## config.mk

```make
export PLATFORM = sky130hd
export DESIGN_NAME = gha_ctrl
export DESIGN_NICKNAME = d
export VERILOG_FILES = /design/src/hdl/gha_pkg.sv /design/src/hdl/gha_ctrl.sv
export SDC_FILE = /design/constraint.sdc
export NUM_CORES = 1
export LEC_CHECK = 0
export ABC_AREA = 1
export BUFFER_PORTS_ARGS = -buffer_cell sky130_fd_sc_hd__buf_2
export CORE_AREA = 2 2 39 41
export DETAILED_ROUTE_END_ITERATION = 10
export DIE_AREA = 0 0 41 43
export HOLD_SLACK_MARGIN = 0.06
export PLACE_DENSITY_LB_ADDON = 0.2
export SYNTH_ARGS = -nofsm -noshare
export SYNTH_HDL_FRONTEND = slang
export SYNTH_SLANG_ARGS = --single-unit
```

## constraint.sdc

```tcl
create_clock -name clk -period 2.3 [get_ports clk]
set_input_delay 0 -clock clk [delete_from_list [all_inputs] [get_ports clk]]
set_output_delay 0 -clock clk [all_outputs]
set_load 0.05 [all_outputs]
```

## src/hdl/gha_pkg.sv

```systemverilog
// Shared types, opcodes, status codes and default sizes for the handle allocator.
// No dependencies; every other file of the block imports this package.
package gha_pkg;

	localparam int SLOT_COUNT_DEF = 1024;
	localparam int SIG_BITS_DEF   = 32;
	localparam int LOC_BITS_DEF   = 32;

	localparam int FIELD_W   = 32;
	localparam int OP_W      = 3;
	localparam int STATUS_W  = 2;
	localparam int LIVE_W    = 11;
	localparam int S_TDATA_W = 4 * FIELD_W;
	localparam int M_TDATA_W = 144;

	localparam logic [FIELD_W-1:0] ALL_ONES = '1;

	localparam logic [OP_W-1:0] OP_CREATE  = 3'd0;
	localparam logic [OP_W-1:0] OP_DESTROY = 3'd1;
	localparam logic [OP_W-1:0] OP_SET_LOC = 3'd2;
	localparam logic [OP_W-1:0] OP_SET_SIG = 3'd3;
	localparam logic [OP_W-1:0] OP_QUERY   = 3'd4;

	localparam logic [STATUS_W-1:0] STS_DONE = 2'd0;
	localparam logic [STATUS_W-1:0] STS_FULL = 2'd1;
	localparam logic [STATUS_W-1:0] STS_BAD  = 2'd2;

	// controller -> datapath
	typedef struct packed {
		logic accept;  // capture input transfer, read slot memories
		logic go;      // commit operation, load result register
		logic clear;   // post-reset sweep of all memories
	} gha_cmd_t;

	// datapath -> controller
	typedef struct packed {
		logic clr_last;
	} gha_sts_t;

endpackage

```

## src/hdl/gha_ctrl.sv

```systemverilog
// Controller state machine for the handle allocator: clearing sweep, accept, commit.
// Depends on gha_pkg; drives the datapath through gha_cmd_t.
module gha_ctrl
	import gha_pkg::*;
(
	input  logic     clk,
	input  logic     arst_n,
	input  logic     s_tvalid,
	output logic     s_tready,
	output logic     m_tvalid,
	input  logic     m_tready,
	output gha_cmd_t cmd,
	input  gha_sts_t sts
);

	localparam logic [1:0] ST_CLEAR = 2'd0;
	localparam logic [1:0] ST_IDLE  = 2'd1;
	localparam logic [1:0] ST_EXEC  = 2'd2;

	logic [1:0] state_q;
	logic       out_valid_q;

	assign s_tready   = (state_q == ST_IDLE);
	assign cmd.accept = s_tready && s_tvalid;
	assign cmd.clear  = (state_q == ST_CLEAR);
	// commit only when the result register is free or being drained
	assign cmd.go     = (state_q == ST_EXEC) && (!out_valid_q || m_tready);
	assign m_tvalid   = out_valid_q;

	always_ff @(posedge clk or negedge arst_n) begin
		if (!arst_n) begin
			state_q <= ST_CLEAR;
		end else begin
			case (state_q)
				ST_CLEAR: begin
					if (sts.clr_last) state_q <= ST_IDLE;
				end
				ST_IDLE: begin
					if (cmd.accept) state_q <= ST_EXEC;
				end
				ST_EXEC: begin
					if (cmd.go) state_q <= ST_IDLE;
				end
				default: state_q <= ST_CLEAR;
			endcase
		end
	end

	always_ff @(posedge clk or negedge arst_n) begin
		if (!arst_n) begin
			out_valid_q <= 1'b0;
		end else if (cmd.go) begin
			out_valid_q <= 1'b1;
		end else if (m_tready) begin
			out_valid_q <= 1'b0;
		end
	end

	a_go_sets_valid: assert property (@(posedge clk) disable iff (!arst_n)
		cmd.go |=> m_tvalid)
		else $error("result not presented after commit");

	a_no_commit_on_stall: assert property (@(posedge clk) disable iff (!arst_n)
		(m_tvalid && !m_tready) |-> !cmd.go)
		else $error("commit overwrote a pending result");

	a_one_item_at_a_time: assert property (@(posedge clk) disable iff (!arst_n)
		cmd.accept |=> (!s_tready && !cmd.clear))
		else $error("second transfer taken before commit");

	a_no_accept_in_clear: assert property (@(posedge clk) disable iff (!arst_n)
		cmd.clear |-> !s_tready)
		else $error("transfer accepted during clearing sweep");

endmodule

```

==> flow_metrics.py <==
metrics = {
    "worst_setup_path": {
        "slowest_stage": "dfrtp_1",
        "crit_cells": 4,
        "crit_arrival_ps": 1150,
        "path_buf_inv": 2,
        "crit_family": "flip-flops",
        "required_ps": 2300,
        "cp_max_fo": 4,
        "worstSetupPathType": "reg -> out",
        "reg2reg_depth": 2,
        "worstSetupEndpointType": "primary output",
        "crit_path_max_incr_delay_ps": 400,
        "cp-start-kind": "flip-flop",
        "crit_chain": "inv_2, nand2_2, a21oi_1, buf_2",
    },
    "power_and_ir_drop": {
        "p_leak_uw": 0.000145,
        "powerDensity_nw_per_um2": 1730,
        "vdd_drop_max_mv": 0.297,
    },
    "synth": {
        "netlist_area_um2": 155,
        "ys_seq_area_share_pct": 48.4,
        "yosys_warnings": 0,
        "synth_top_area_share_pct": 48.4,
        "syn_avg_cell_area_um2": 7.76,
        "synth_cell_type_count": 12,
        "synth_seq_cells": 3,
        "synthCells": 20,
        "synth_area_leaders": "dfrtp_1, inv_1, nand2_1, a21oi_2, nor2_1",
        "syn-num-nets": 25,
        "synth_top_area_cell": "dfrtp_1",
    },
    "clock_tree": {
        "tritoncts": "done",
        "cts.sinks": 3,
        "clock_path_buffers": 2,
        "post_cts_resized": 0,
        "cts.clk_slew.worst_paths_ps": 30,
        "clk_latency_ps": 230,
        "cts_made_buffers": 3,
        "h-tree-depth": 1,
        "cts-root-buf": "clkbuf_4",
    },
    "timing": {
        "period_minus_slack_ps": 1150,
        "report.final.slew_viol_count": 0,
        "finalHoldViolCount": 0,
        "relSlewSlack_pct": 83.6,
        "min_period_over_period_pct": 50.0,
        "setup_tns_ps": 0,
        "grt_setup_unrepaired": "no",
        "max_freq_ghz": 0.870,
        "setup_viol": 0,
        "finClkSkew_ps": 0.326,
        "worst_pin_slew_ps": 248,
    },
    "placement": {
        "hpwl_um": 292,
        "place.detailed.instances": 45,
        "port_buffers": 9,
        "gp_congestion": 0.628,
    },
    "die": {
        "io_pins": 10,
        "rows": 14,
        "die_w_um": 41,
        "start_util_pct": 11.2,
        "core_area_um2": 1380,
        "dieArea_um2": 1760,
        "die_h_um": 43,
    },
    "routing": {
        "route.detailed.drc": 0,
        "num_vias": 167,
        "totalWireLength_um": 335,
        "drt_iter0_markers": 0,
        "post_drt_via_cell_ratio": 3.34,
        "wl_per_cell_um": 6.70,
        "ant_nets": 0,
        "first_pass_iters": 1,
    },
    "outcome": {
        "run_status": "finished, final reports clean",
    },
    "grt": {
        "grt_max_degree": 5,
        "globalRouteOverflowTotal": 0,
        "grt_pass1_wl_um": 524,
        "antenna_found_initial": 0,
        "grt_use_total_pct": 4.92,
        "grt_pass1_vias": 166,
    },
    "cells_and_area": {
        "final_util_pct": 18.5,
        "antenna_cells": 0,
        "drive_gt1_share_pct": 47.1,
        "nets": 40,
        "fin_cells": 50,
        "synthToLayoutAreaGrowth_pct": 65.3,
    },
    "min_path": {
        "hp-class": "in -> async",
    },
    "flow_run": {
        "timing.max_cap.violations": 0,
    },
}
[Yosys cell counts]
cell type  count
inv_1          4
dfrtp_1        3
nand2_1        3
nor2_1         2
a21oi_1        1
a21oi_2        1
inv_2          1
nand2_2        1
nand3_1        1
nor2_2         1
o21ai_0        1
o22ai_1        1
[cell usage in the layout (no fill, tap or decap), types with 2 or more instances in the layout]
cell / n
clkbuf_4: 3
nor2_1: 2
dfrtp_1: 3
buf_2: 9
inv_1: 4
nand2_1: 3
[report_power, final]
group	switching [uW]	internal, uW	leakage, uW
combinational	198	57.6	0.0000916
clock	25.6	64.9	0.0000150
sequential	21.8	76.4	0.0000383
total	246	199	0.000145
[final cells by class]
class,count,area [um^2]
well taps,16,20.0
flip-flops and latches,3,75.1
multi-input cells,12,61.3
inverters,5,18.8
fillers,167,1130
clock buffers,4,26.3
repair buffers,10,55.1
[timing repair]
action	in CTS	in global routing
buffers inserted	0	0
hold endpoints to repair	3	0
hold buffers	1	0
[state kept, by name (all words and copies together), names as in the netlist]
| name | count |
|---|---|
| state_q | 2 |
| m_tvalid | 1 |
[logic make-up after synthesis]
family / share of synthesized area [%]
buf+inv: 12.1
flops: 48.4
compound gates: 16.1
simple gates: 23.4
[stage by stage]
stage / power, uW / hold slack (ps) / worst slack, ps / cell area (um^2)
after floorplan: 303 / -296 / 878 / 155
final: 445 / 86.0 / 1150 / 256
after CTS: 453 / 84.3 / 1120 / 256
after global placement: 356 / -203 / 1390 / 220
after detailed placement: 357 / -201 / 1380 / 220
after global routing: 479 / 98.8 / 1060 / 256
[worst paths after layout]
check | start | slack, ps | endpoint
worst max-delay path | state_q[0]$_DFFE_PN0P_ | 1150 | cmd[1]
worst min-delay path | arst_n | 90 | state_q[0]$_DFFE_PN0P_
worst max register to register | state_q[1]$_DFFE_PN0P_ | 1480 | state_q[0]$_DFFE_PN0P_
worst min register to register | m_tvalid$_DFFE_PN0P_ | 550 | m_tvalid$_DFFE_PN0P_
max in group asynchronous | arst_n | 2100 | state_q[1]$_DFFE_PN0P_
min in group clk | m_tready | 90 | m_tvalid$_DFFE_PN0P_
[metal layers]
metal	GRT usage (%)	vias to the layer above	part of all wire, %
met3	3.14	0	6.9
met2	7.81	3	58
met1	2.90	74	35
met5	0	-	0
met4	6.00	0	0
li1	-	90	-
Power figures use the tool's default switching activity.
